[src/design/ivs_pkg.sv]
// ----------------------------------------------------------------------------
// ivs_pkg - shared types and constants for the I-V sweep sequencer
// Transaction payloads, configuration bundle, phase and status codes.
// ----------------------------------------------------------------------------
package ivs_pkg;

  // ADC sample width and DAC limits
  localparam int unsigned ADC_BITS = 12;
  localparam int unsigned DAC_W    = 11;
  localparam int unsigned DAC_TOP  = 1023;
  localparam int unsigned LIMIT_FLOOR = 900;

  // APB map: register i at byte address 4*i
  localparam int unsigned PADDR_W = 5;
  localparam int unsigned PDATA_W = 32;

  typedef logic [ADC_BITS-1:0] adc_code_t;
  typedef logic [DAC_W-1:0]    dac_code_t;

  // Register indexes
  typedef enum logic [2:0] {
    REG_BIDIRECTIONAL = 3'd0,
    REG_USER_LIMIT    = 3'd1,
    REG_USER_LIMIT_EN = 3'd2,
    REG_ZERO_MARGIN   = 3'd3,
    REG_MAX_POS_CUR   = 3'd4,
    REG_MAX_NEG_CUR   = 3'd5,
    REG_TOP_DAC       = 3'd6,
    REG_BOTTOM_DAC    = 3'd7
  } ivs_reg_t;

  // Input operation codes
  localparam logic OP_MEASURE = 1'b0;
  localparam logic OP_START   = 1'b1;

  typedef enum logic [1:0] {
    STATUS_NONE     = 2'd0,
    STATUS_STARTED  = 2'd1,
    STATUS_ENDED    = 2'd2,
    STATUS_NO_POWER = 2'd3
  } ivs_status_t;

  typedef enum logic [2:0] {
    PH_IDLE     = 3'd0,
    PH_ZERO_PRE = 3'd1,
    PH_UP       = 3'd2,
    PH_ZERO_MID = 3'd3,
    PH_DOWN     = 3'd4,
    PH_ZERO_END = 3'd5
  } ivs_phase_t;

  typedef struct packed {
    logic      bidirectional;
    adc_code_t user_current_limit;
    logic      user_limit_enable;
    adc_code_t zero_margin;
    adc_code_t max_positive_current;
    adc_code_t max_negative_current;
    logic [9:0] top_dac_code;
    logic [9:0] bottom_dac_code;
  } ivs_cfg_t;

  typedef struct packed {
    logic      op;
    logic      supply_present;
    adc_code_t reference_code;
    adc_code_t dev_voltage;
    adc_code_t dev_current;
  } ivs_item_t;

  typedef struct packed {
    dac_code_t   dac_code;
    logic        report_valid;
    adc_code_t   report_current;
    adc_code_t   report_voltage;
    ivs_status_t status;
    logic        busy_res;
  } ivs_result_t;

endpackage

[src/design/ivs_regs.sv]
// ----------------------------------------------------------------------------
// ivs_regs - APB configuration registers
// Eight sweep settings, written in the APB access phase, read back as is.
// ----------------------------------------------------------------------------
module ivs_regs (
  input  logic                          clk,
  input  logic                          rst,
  input  logic                          psel,
  input  logic                          penable,
  input  logic                          pwrite,
  input  logic [ivs_pkg::PADDR_W-1:0]   paddr,
  input  logic [ivs_pkg::PDATA_W-1:0]   pwdata,
  output logic [ivs_pkg::PDATA_W-1:0]   prdata,
  output logic                          pready,
  output ivs_pkg::ivs_cfg_t             cfg
);
  import ivs_pkg::*;

  ivs_reg_t idx;
  logic     wr;

  assign pready = 1'b1;
  assign idx    = ivs_reg_t'(paddr[4:2]);
  assign wr     = psel && penable && pwrite;

  // register writes
  always_ff @(posedge clk) begin
    if (rst) begin
      cfg.bidirectional        <= 1'b1;
      cfg.user_current_limit   <= '0;
      cfg.user_limit_enable    <= 1'b0;
      cfg.zero_margin          <= 12'd8;
      cfg.max_positive_current <= 12'd4000;
      cfg.max_negative_current <= 12'd95;
      cfg.top_dac_code         <= 10'd1022;
      cfg.bottom_dac_code      <= 10'd1;
    end else if (wr) begin
      unique case (idx)
        REG_BIDIRECTIONAL: cfg.bidirectional        <= pwdata[0];
        REG_USER_LIMIT:    cfg.user_current_limit   <= pwdata[ADC_BITS-1:0];
        REG_USER_LIMIT_EN: cfg.user_limit_enable    <= pwdata[0];
        REG_ZERO_MARGIN:   cfg.zero_margin          <= pwdata[ADC_BITS-1:0];
        REG_MAX_POS_CUR:   cfg.max_positive_current <= pwdata[ADC_BITS-1:0];
        REG_MAX_NEG_CUR:   cfg.max_negative_current <= pwdata[ADC_BITS-1:0];
        REG_TOP_DAC:       cfg.top_dac_code         <= pwdata[9:0];
        REG_BOTTOM_DAC:    cfg.bottom_dac_code      <= pwdata[9:0];
        default: ;
      endcase
    end
  end

  // read mux
  always_comb begin
    prdata = '0;
    unique case (idx)
      REG_BIDIRECTIONAL: prdata[0] = cfg.bidirectional;
      REG_USER_LIMIT:    prdata[ADC_BITS-1:0] = cfg.user_current_limit;
      REG_USER_LIMIT_EN: prdata[0] = cfg.user_limit_enable;
      REG_ZERO_MARGIN:   prdata[ADC_BITS-1:0] = cfg.zero_margin;
      REG_MAX_POS_CUR:   prdata[ADC_BITS-1:0] = cfg.max_positive_current;
      REG_MAX_NEG_CUR:   prdata[ADC_BITS-1:0] = cfg.max_negative_current;
      REG_TOP_DAC:       prdata[9:0] = cfg.top_dac_code;
      REG_BOTTOM_DAC:    prdata[9:0] = cfg.bottom_dac_code;
      default:           prdata = '0;
    endcase
  end

endmodule

[src/design/ivs_core.sv]
// ----------------------------------------------------------------------------
// ivs_core - sweep phase machine and DAC stepping
// Holds the sweep state; computes the result of the registered transaction
// and commits the new state when fire is high.
// ----------------------------------------------------------------------------
module ivs_core (
  input  logic                clk,
  input  logic                rst,
  input  ivs_pkg::ivs_cfg_t   cfg,
  input  ivs_pkg::ivs_item_t  item,
  input  logic                fire,
  output ivs_pkg::ivs_result_t result
);
  import ivs_pkg::*;

  ivs_phase_t phase, phase_next;
  dac_code_t  dac_setting, dac_setting_next;
  adc_code_t  latched_reference, latched_reference_next;
  logic       reference_latched_flag, reference_latched_flag_next;

  // zeroing step terms
  adc_code_t            r;
  logic [ADC_BITS:0]    r_hi, v_hi;
  dac_code_t            zdac;
  logic                 in_margin;
  logic                 over_cur;
  dac_code_t            top_ext, bottom_ext;

  assign top_ext    = {1'b0, cfg.top_dac_code};
  assign bottom_ext = {1'b0, cfg.bottom_dac_code};

  always_comb begin
    r    = reference_latched_flag ? latched_reference : item.reference_code;
    r_hi = {1'b0, r} + {1'b0, cfg.zero_margin};
    v_hi = {1'b0, item.dev_voltage} + {1'b0, cfg.zero_margin};
    in_margin = !(({1'b0, item.dev_voltage} > r_hi) || (v_hi < {1'b0, r}));
    if (item.dev_voltage > r && dac_setting != '0) begin
      zdac = dac_setting - 1'b1;
    end else if (item.dev_voltage < r && dac_setting <= DAC_W'(DAC_TOP)) begin
      zdac = dac_setting + 1'b1;
    end else begin
      zdac = dac_setting;
    end
  end

  // over-current check
  always_comb begin
    if (cfg.user_limit_enable && cfg.user_current_limit > ADC_BITS'(LIMIT_FLOOR)) begin
      over_cur = item.dev_current > cfg.user_current_limit;
    end else begin
      over_cur = (item.dev_current > cfg.max_positive_current) ||
                 (item.dev_current < cfg.max_negative_current);
    end
  end

  // state register
  always_ff @(posedge clk) begin
    if (rst) begin
      phase                  <= PH_IDLE;
      dac_setting            <= '0;
      latched_reference      <= '0;
      reference_latched_flag <= 1'b0;
    end else if (fire) begin
      phase                  <= phase_next;
      dac_setting            <= dac_setting_next;
      latched_reference      <= latched_reference_next;
      reference_latched_flag <= reference_latched_flag_next;
    end
  end

  // next state and result
  always_comb begin
    phase_next                  = phase;
    dac_setting_next            = dac_setting;
    latched_reference_next      = latched_reference;
    reference_latched_flag_next = reference_latched_flag;
    result                      = '0;

    if (item.op == OP_START) begin
      if (phase == PH_IDLE) begin
        if (!item.supply_present) begin
          result.status = STATUS_NO_POWER;
        end else begin
          phase_next                  = PH_ZERO_PRE;
          reference_latched_flag_next = 1'b0;
          result.status               = STATUS_STARTED;
        end
      end
    end else begin
      unique case (phase)
        PH_ZERO_PRE: begin
          latched_reference_next      = r;
          reference_latched_flag_next = !in_margin;
          dac_setting_next            = zdac;
          if (in_margin) begin
            if (zdac <= top_ext) begin
              dac_setting_next = zdac + 1'b1;
              phase_next       = PH_UP;
            end else begin
              phase_next = PH_ZERO_MID;
            end
          end
        end
        PH_UP: begin
          result.report_valid   = 1'b1;
          result.report_current = item.dev_current;
          result.report_voltage = item.dev_voltage;
          if (over_cur || dac_setting > top_ext) begin
            phase_next                  = PH_ZERO_MID;
            reference_latched_flag_next = 1'b0;
          end else begin
            dac_setting_next = dac_setting + 1'b1;
          end
        end
        PH_ZERO_MID: begin
          latched_reference_next      = r;
          reference_latched_flag_next = !in_margin;
          dac_setting_next            = zdac;
          if (in_margin) begin
            if (!cfg.bidirectional) begin
              phase_next    = PH_IDLE;
              result.status = STATUS_ENDED;
            end else if (zdac > bottom_ext) begin
              dac_setting_next = zdac - 1'b1;
              phase_next       = PH_DOWN;
            end else begin
              phase_next = PH_ZERO_END;
            end
          end
        end
        PH_DOWN: begin
          result.report_valid   = 1'b1;
          result.report_current = item.dev_current;
          result.report_voltage = item.dev_voltage;
          if (over_cur || dac_setting <= bottom_ext) begin
            phase_next                  = PH_ZERO_END;
            reference_latched_flag_next = 1'b0;
          end else begin
            dac_setting_next = dac_setting - 1'b1;
          end
        end
        PH_ZERO_END: begin
          latched_reference_next      = r;
          reference_latched_flag_next = !in_margin;
          dac_setting_next            = zdac;
          if (in_margin) begin
            phase_next    = PH_IDLE;
            result.status = STATUS_ENDED;
          end
        end
        default: begin
          // idle: keep the device voltage tracking the reference
          phase_next                  = PH_IDLE;
          latched_reference_next      = r;
          reference_latched_flag_next = !in_margin;
          dac_setting_next            = zdac;
        end
      endcase
    end

    result.dac_code = dac_setting_next;
    result.busy_res = (phase_next != PH_IDLE);
  end

endmodule

[src/design/iv_curve_sweep_sequencer.sv]
// ----------------------------------------------------------------------------
// iv_curve_sweep_sequencer - curve tracer sweep sequencer, top level
// Input register, sequencer core, result register and APB settings.
// ----------------------------------------------------------------------------
// Takes one transaction per clock while the result side keeps taking, and
// returns exactly one result for each: the transaction is captured in an
// input register, the phase machine works out the DAC code, report and
// status combinationally, and the result is offered from an output register
// loaded from the core when the input register moves on. The state update is
// compare and increment logic; the input stalls only while the input register
// is full and the result register holds a stalled result. Settings must be
// written over APB only while no transaction is in flight; the block itself
// does not enforce this. No clearing pass runs after reset.
module iv_curve_sweep_sequencer (
  input  logic                          clk,
  input  logic                          rst,
  input  logic                          item_valid,
  output logic                          item_stall,
  input  ivs_pkg::ivs_item_t            item,
  output logic                          res_valid,
  input  logic                          res_stall,
  output ivs_pkg::ivs_result_t          result,
  input  logic                          psel,
  input  logic                          penable,
  input  logic                          pwrite,
  input  logic [ivs_pkg::PADDR_W-1:0]   paddr,
  input  logic [ivs_pkg::PDATA_W-1:0]   pwdata,
  output logic [ivs_pkg::PDATA_W-1:0]   prdata,
  output logic                          pready
);
  import ivs_pkg::*;

  ivs_cfg_t    cfg;
  logic        s1_valid;
  ivs_item_t   s1_item;
  ivs_result_t core_result;
  logic        s1_fire;
  logic        accept;

  ivs_regs u_regs (
    .clk     (clk),
    .rst     (rst),
    .psel    (psel),
    .penable (penable),
    .pwrite  (pwrite),
    .paddr   (paddr),
    .pwdata  (pwdata),
    .prdata  (prdata),
    .pready  (pready),
    .cfg     (cfg)
  );

  // handshake: stage 1 moves on whenever the result register can take it
  assign s1_fire    = s1_valid && !(res_valid && res_stall);
  assign item_stall = s1_valid && !s1_fire;
  assign accept     = item_valid && !item_stall;

  // input register
  always_ff @(posedge clk) begin
    if (rst) begin
      s1_valid <= 1'b0;
    end else begin
      s1_valid <= accept || (s1_valid && !s1_fire);
    end
  end

  always_ff @(posedge clk) begin
    if (accept) begin
      s1_item <= item;
    end
  end

  ivs_core u_core (
    .clk    (clk),
    .rst    (rst),
    .cfg    (cfg),
    .item   (s1_item),
    .fire   (s1_fire),
    .result (core_result)
  );

  // result register
  always_ff @(posedge clk) begin
    if (rst) begin
      res_valid <= 1'b0;
    end else if (s1_fire) begin
      res_valid <= 1'b1;
    end else if (!res_stall) begin
      res_valid <= 1'b0;
    end
  end

  always_ff @(posedge clk) begin
    if (s1_fire) begin
      result <= core_result;
    end
  end

`ifndef NO_ASSERTIONS
  // a reported sample is always taken mid-sweep
  a_report_busy: assert property (@(posedge clk) disable iff (rst)
    res_valid && result.report_valid |-> result.busy_res)
    else $error("report outside of a sweep");

  // the end of a sweep leaves the sequencer idle
  a_end_idle: assert property (@(posedge clk) disable iff (rst)
    res_valid && (result.status == STATUS_ENDED) |-> !result.busy_res)
    else $error("sweep ended but still busy");

  // a started sweep is busy
  a_start_busy: assert property (@(posedge clk) disable iff (rst)
    res_valid && (result.status == STATUS_STARTED) |-> result.busy_res)
    else $error("sweep started but not busy");

  // input is only held off by an occupied stage that cannot drain
  a_stall_cause: assert property (@(posedge clk) disable iff (rst)
    item_stall |-> s1_valid && res_valid && res_stall)
    else $error("input stalled without cause");
`endif

endmodule

[config.mk]
export PLATFORM = sky130hd
export DESIGN_NAME = iv_curve_sweep_sequencer
export DESIGN_NICKNAME = d
export VERILOG_FILES = /design/src/design/ivs_pkg.sv /design/src/design/ivs_regs.sv /design/src/design/ivs_core.sv /design/src/design/iv_curve_sweep_sequencer.sv
export SDC_FILE = /design/constraint.sdc
export NUM_CORES = 1
export LEC_CHECK = 0
export BUFFER_PORTS_ARGS = -buffer_cell sky130_fd_sc_hd__buf_2
export CAP_MARGIN = 5
export CORE_ASPECT_RATIO = 1.4
export CORE_UTILIZATION = 45
export CTS_CLUSTER_SIZE = 16
export DETAILED_ROUTE_END_ITERATION = 6
export GPL_TIMING_DRIVEN = 0
export HOLD_SLACK_MARGIN = 0.08
export PLACE_DENSITY = 0.69
export SKIP_CTS_REPAIR_TIMING = 1
export SKIP_LAST_GASP = 1
export SYNTH_ARGS = -nofsm -noshare
export SYNTH_HDL_FRONTEND = slang
export SYNTH_SLANG_ARGS = --single-unit
[constraint.sdc]
create_clock -name clk -period 6.9 [get_ports clk]
set_input_delay 0.69 -clock clk [delete_from_list [all_inputs] [get_ports clk]]
set_output_delay 0.69 -clock clk [all_outputs]
set_load 0.03 [all_outputs]
==> results of run 1 <==
[layer usage]
layer | wire length [um] | share of wire (%)
met4 | 3178 | 7.7
met3 | 2113 | 5.1
met2 | 20600 | 50
met1 | 15470 | 37
met5 | 0 | 0
[state kept, by name (all words and copies together), names as in the netlist]
name,count
u_core.reference_latched_flag,1
res_valid,1
u_core.phase,3
u_regs.cfg,70
s1_valid,1
u_core.dac_setting,11
result,39
s1_item,38
u_core.latched_reference,12
[power by group]
group	total, W	switching [W]	leakage, nW	internal [W]
logic	0.000787	0.000502	4.24	0.000285
clock network	0.00104	0.000439	0.321	0.000606
registers	0.00116	0.0000345	1.55	0.00113
[layout make-up]
class	count	share of cell area [%]
multi-input combinational	1085	53.19
sequential	176	29.36
timing repair buffer	112	4.106
clock buffer	24	3.798
buffer	91	3.413
tap	370	3.165
inverter	92	2.395
clock inverter	8	0.5732
[worst max path at each step]
stage,cells past startpoint,start,end
5_1_grt,24,u_core.reference_latched_flag,result[37]
6_report,24,u_core.reference_latched_flag,result[37]
3_5_place_dp,23,u_core.reference_latched_flag,result[37]
2_1_floorplan,24,u_core.reference_latched_flag,result[37]
3_3_place_gp,23,u_core.reference_latched_flag,result[37]
4_1_cts,23,u_core.reference_latched_flag,result[37]
[through the flow]
| step | setup slack [ps] | hold WS (ps) | std cells |
|---|---|---|---|
| after detailed placement | -1338 | 490.8 | 1926 |
| after global routing | -97.01 | 397.2 | 1958 |
| final | 193.6 | 407.3 | 1958 |
| after global placement | -1279 | 465.7 | 1924 |
| after CTS | -1341 | 390.5 | 1958 |
| after floorplan | 858.7 | 451.3 | 1445 |
[cells by family (layout without fill, tap and decap cells)]
kind of cell    Yosys count  count (layout)
other cells               2              21
flops                   176             176
compound gates          350             350
simple gates            481             481
fa+ha+maj               141             141
xor+xnor                 37              37
buf+inv                 184             327
mux                      55              55
[placed cells by master (no fill, tap or decap), types with 19 or more instances in the layout]
| cell | synthesis | routed |
|---|---|---|
| clkbuf_1 | 51 | 50 |
| edfxtp_1 | 77 | 77 |
| conb_1 | 2 | 21 |
| mux2i_1 | 51 | 45 |
| nand4_1 | 26 | 26 |
| xnor2_1 | 26 | 25 |
| buf_4 | 24 | 25 |
| clkbuf_16 | 0 | 20 |
| dfxtp_1 | 99 | 99 |
| nor2b_1 | 20 | 19 |
| nand2_1 | 119 | 119 |
| nand3_1 | 28 | 28 |
| ha_1 | 139 | 139 |
| nor3_1 | 32 | 32 |
| buf_2 | 6 | 115 |
| o21ai_0 | 55 | 55 |
| and3_1 | 32 | 31 |
| inv_1 | 85 | 83 |
| a21oi_1 | 84 | 84 |
| a211o_1 | 27 | 27 |
| nor2_1 | 138 | 138 |
| a211oi_1 | 27 | 25 |
[worst max-delay path, cell delays in order, from the launching register on]
cell and delay, ps:
dfxtp_1 310, clkbuf_1 270, buf_6 260, mux2i_2 400
ha_1 220, a21oi_1 100, o21ai_4 310, o221ai_2 210
a21oi_4 320, clkbuf_1 470, a311oi_1 120, a211oi_2 560
ha_1 370, nor2b_1 130, nor3_1 130, o21ai_0 100
nor3b_1 170, o41ai_2 320, buf_4 200, and3_2 310
nand4_1 200, nor4b_2 330, o22ai_1 120, nor3_1 300
o41ai_2 160
==> out/metrics.cfg, run 1 <==
[clock_network]
cts.clk_slew.worst_paths_ps=70
htreeDepth=4
cts_tree=done
clk_latency_ps=460
clock-sinks=176
cts_root_buf=clkbuf_16
cts.path.max_buffers=2
cts-buffers-inserted=17

[sta]
fmax_mhz=149.1
hold_violations=0
skew_ps=19.16
final.min_clock_period_ps=6706
slew_headroom_pct=18.65
final_max_slew_viol_count=0
post-route-period-util_pct=97.19
setup_viol=0
worstMarginPinSlew_ps=1211
rsz0062_at_grt=true
setup_tns_ps=0

[finish]
nFillCells=2680
final_nets=1798
diodes=0
layout-drive-gt1-share_pct=15.49
area_growth_syn_to_layout_pct=14.87
multi_input_area_mm2=0.007779
utilization_pct=52.71
stdcell_area_mm2=0.01463
seq_area_mm2=0.004294

[synth]
synthMuxAreaShare_pct=4.540
synth_edf_count=77
yosysTopAreaCell=edfxtp_1
synth_cell_types=100
yosysMostFrequentCell=ha_1
synth_ff_type=dfxtp_1
synth_top_family_by_area=compound AO/OA/AOI/OAI gates
yosysTopAreaCellShare_pct=18.16
yosys.area_share.simple_pct=18.89
synth_xor_area_share_pct=2.693
ys_top_cells_by_area=edfxtp_1 18%, dfxtp_1 16%, ha_1 14%
syn_area_per_cell_um2=8.929
ys_ff_latch=176
synth_commonest_cells=139 x ha_1, 138 x nor2_1, 119 x nand2_1
yosysSeqAreaShare_pct=33.73
synth_compound_area_share_pct=19.48
async_flop_share_pct=0
yosys_warnings=0
syn_area_mm2=0.01273
syn_inst=1426
synthAdderAreaFrac_pct=13.97

[worst_setup_path]
reg2reg_to=result[37]
start_kind=register
r2r_cells=24
crit_path_end_kind=register
reg2reg_from=u_core.reference_latched_flag
rrSetupSlack_ps=190
crit_fanout=10
worstPathArrival_ps=6870
worstSetupPathType=register to register
crit_required_ps=7060

[global_routing]
grt_pass1_vias=11370
grtUsageTotal_pct=29.18
use_met1_pct=31.92
gr-max-usage-layer=met2
antenna_found_initial=0
use_met2_pct=50.48
grt-ovfl-total=0
grt_max_degree=26
gr-usage-met3_pct=4.389
grt_pass1_wl_um=63000

[die]
io_pins=156
initial_core_util_pct=45.89
core_area_mm2=0.02775
floorplan.die.width_um=144.2
die_h_um=201.0
die_area_mm2=0.02898
row_count=72

[power_and_ir_drop]
leakage_nw=6.112
power_w=0.002995
powerDensity_mw_per_mm2=204.8
peakVddDrop_v=0.0001862

[detailed_routing]
vias_per_cell=5.947
post_drt_wl_per_cell_um=21.12
drt_iter0_drc=828
firstDrtPassIters=6
drc=0
via_count=11640
route.antenna.remaining_nets=0
drt-total-wl_um=41360

[flow_run]
maxCapViolCount=0

[placed_design]
port_buffers=109
dp_hpwl_um=32470
post_dp_cell_area_mm2=0.01387
place.gp.congestion=0.9742

[hold_path]
hold-path-endpoint=s1_item[10]
hp-class=primary input to register
holdPathStages=1
min-delay-start=item[10]

[outcome]
run_status=completed

No activity file was read; power rests on OpenSTA's default activity.
==> inputs of run 2 (changes only) <==
- ABC_AREA: unset -> 1
- CORE_ASPECT_RATIO: 1.4 -> 1.5
==> run 2 against run 1 <==
  * The run now ends with DRC left
  * Power grew 7.7%
  * Sequential cell count is the same
  * Via count grew 2.9%
  * Die area shrank 1.1%
  * Area after synthesis shrank 1.2%
  * Critical path depth grew 10
  * Critical endpoint is now result[28]
  * Final area shrank 2.6%
  * First-iteration DRC count shrank 1.7%
==> out/metrics.cfg, run 2 <==
[sta]
skew_ps=12.39
final.min_clock_period_ps=5724
post-route-period-util_pct=82.96
setup_tns_ps=0
rsz0062_at_grt=false
fmax_mhz=174.7
setup_viol=0
slew_headroom_pct=15.22
final_max_slew_viol_count=0
hold_violations=0
worstMarginPinSlew_ps=1272

[detailed_routing]
drc=18
drt-total-wl_um=39520
via_count=11980
route.antenna.remaining_nets=0
drt_iter0_drc=814
post_drt_wl_per_cell_um=18.26
firstDrtPassIters=7
vias_per_cell=5.537

[power_and_ir_drop]
leakage_nw=6.898
powerDensity_mw_per_mm2=226.4
peakVddDrop_v=0.0002103

[synth]
yosysSeqAreaShare_pct=34.12
yosysTopAreaCellShare_pct=18.37
synth_commonest_cells=284 x nand2_1, 213 x inv_1, 172 x a21oi_1
syn_inst=1661
yosysTopAreaCell=edfxtp_1
ys_top_cells_by_area=edfxtp_1 18%, dfxtp_1 16%, ha_1 14%
syn_area_mm2=0.01258
synth_cell_types=57
async_flop_share_pct=0
yosys_warnings=0
yosysMostFrequentCell=nand2_1
ys_ff_latch=176
syn_area_per_cell_um2=7.577
synth_edf_count=77
synth_ff_type=dfxtp_1

[finish]
area_growth_syn_to_layout_pct=13.22
final_nets=2032
stdcell_area_mm2=0.01425
top_register=u_regs.cfg
largest_reg_flops=70
largestRegisters=u_regs.cfg (70), result (39), s1_item (38)
final_common_cell=nand2_1
nFillCells=2704
layout-drive-gt1-share_pct=14.11
final_cell_mix=284 x nand2_1, 212 x inv_1, 172 x a21oi_1, 143 x o21ai_0, 139 x ha_1
diodes=0

[hold_path]
hp-class=primary input to register
min-delay-start=item[8]

[die]
io_pins=156
die_area_mm2=0.02865
floorplan.die.width_um=138.5
die_h_um=206.8
core_area_mm2=0.02741
row_count=74
initial_core_util_pct=45.92

[outcome]
violations=DRC
run_status=finished with violations

[placed_design]
post_dp_cell_area_mm2=0.01363
dp_hpwl_um=31420
port_buffers=110
place.gp.congestion=0.9524

[global_routing]
antenna_found_initial=0
grt-ovfl-total=0
grtUsageTotal_pct=27.80
grt_pass1_wl_um=60000
grt_max_degree=49
grt_pass1_vias=11370

[worst_setup_path]
crit_path_end_kind=register
worstSetupPathType=register to register
reg2reg_from=u_core.reference_latched_flag
cp_slowest_cell=dfxtp_1
rrSetupSlack_ps=1180
start_kind=register
crit_path_start=u_core.reference_latched_flag
max_stage_delay_ps=420
crit_required_ps=7120
crit_top_cell=nand2_1
crit_fanout=10
worstPathArrival_ps=5950

[clock_network]
cts-buffers-inserted=17
cts.clk_slew.worst_paths_ps=80
cts.path.max_buffers=2
clock-sinks=176
clk_latency_ps=470
htreeDepth=4
cts_tree=done
cts_root_buf=clkbuf_16

[flow_run]
maxCapViolCount=0

## run 2: final cells by class
class | count | area (um^2) | share of cell area (%)
multi-input combinational | 1197 | 7084 | 49.72
sequential | 176 | 4294 | 30.14
inverter | 239 | 902.1 | 6.331
timing repair buffer | 110 | 550.5 | 3.864
clock buffer | 20 | 478.0 | 3.354
tap | 342 | 427.9 | 3.003
buffer | 68 | 375.4 | 2.634
clock inverter | 12 | 136.4 | 0.9571
## run 2: cell families after synthesis
kind of cell	after synthesis	share of synthesized area, %
other	2	0.05968
xor gates and xnor gates	32	2.227
DFF	176	34.12
adders and majority gates	141	14.14
AOI/OAI and AO/OA	390	16.88
buffers and inverters	307	10.15
and+or+nand+nor	613	22.42
## run 2: where the power goes
| group | internal [W] | switching (W) | leakage, nW |
|---|---|---|---|
| clock network | 0.000553 | 0.000473 | 0.306 |
| logic | 0.000321 | 0.000704 | 5.03 |
| registers | 0.00114 | 0.0000370 | 1.56 |
## run 2: routing by layer
layer  vias up  track usage (%)  routed length, um
li1       5871                -                  -
met1      5539            28.57              14900
met2       434            50.53              19750
met3       138            3.737               1682
met4         0            23.80               3192
met5         -                0                  0
## run 2: critical path: cells and delay by family (launching register included)
family,cells,cell delay [ps]
adders and majority gates,2,630
AOI/OAI and AO/OA,10,1690
xor gates and xnor gates,1,170
and+or+nand+nor,15,1700
buffers and inverters,6,840
DFF,1,420
## run 2: metrics by stage
step                cells  hold slack (ps)  setup slack [ps]  util (%)  total power, W
detailed placement   2132            471.6              1326     49.75        0.002209
CTS                  2164            384.3              1253     51.99        0.003231
global placement     2132            465.0              1350     49.75        0.002193
global route         2164            390.8             693.8     51.99        0.003381
floorplan            1680            448.4              2446         -        0.001916
finish               2164            396.7              1176     51.99        0.003226
## run 2: final timing paths
| path | to | depth (start not counted) |
|---|---|---|
| setup / recovery | result[28] | 34 |
| hold / removal | s1_item[8] | 1 |
| setup reg to reg | result[28] | 34 |
| hold reg to reg | u_regs.cfg[32] | 2 |
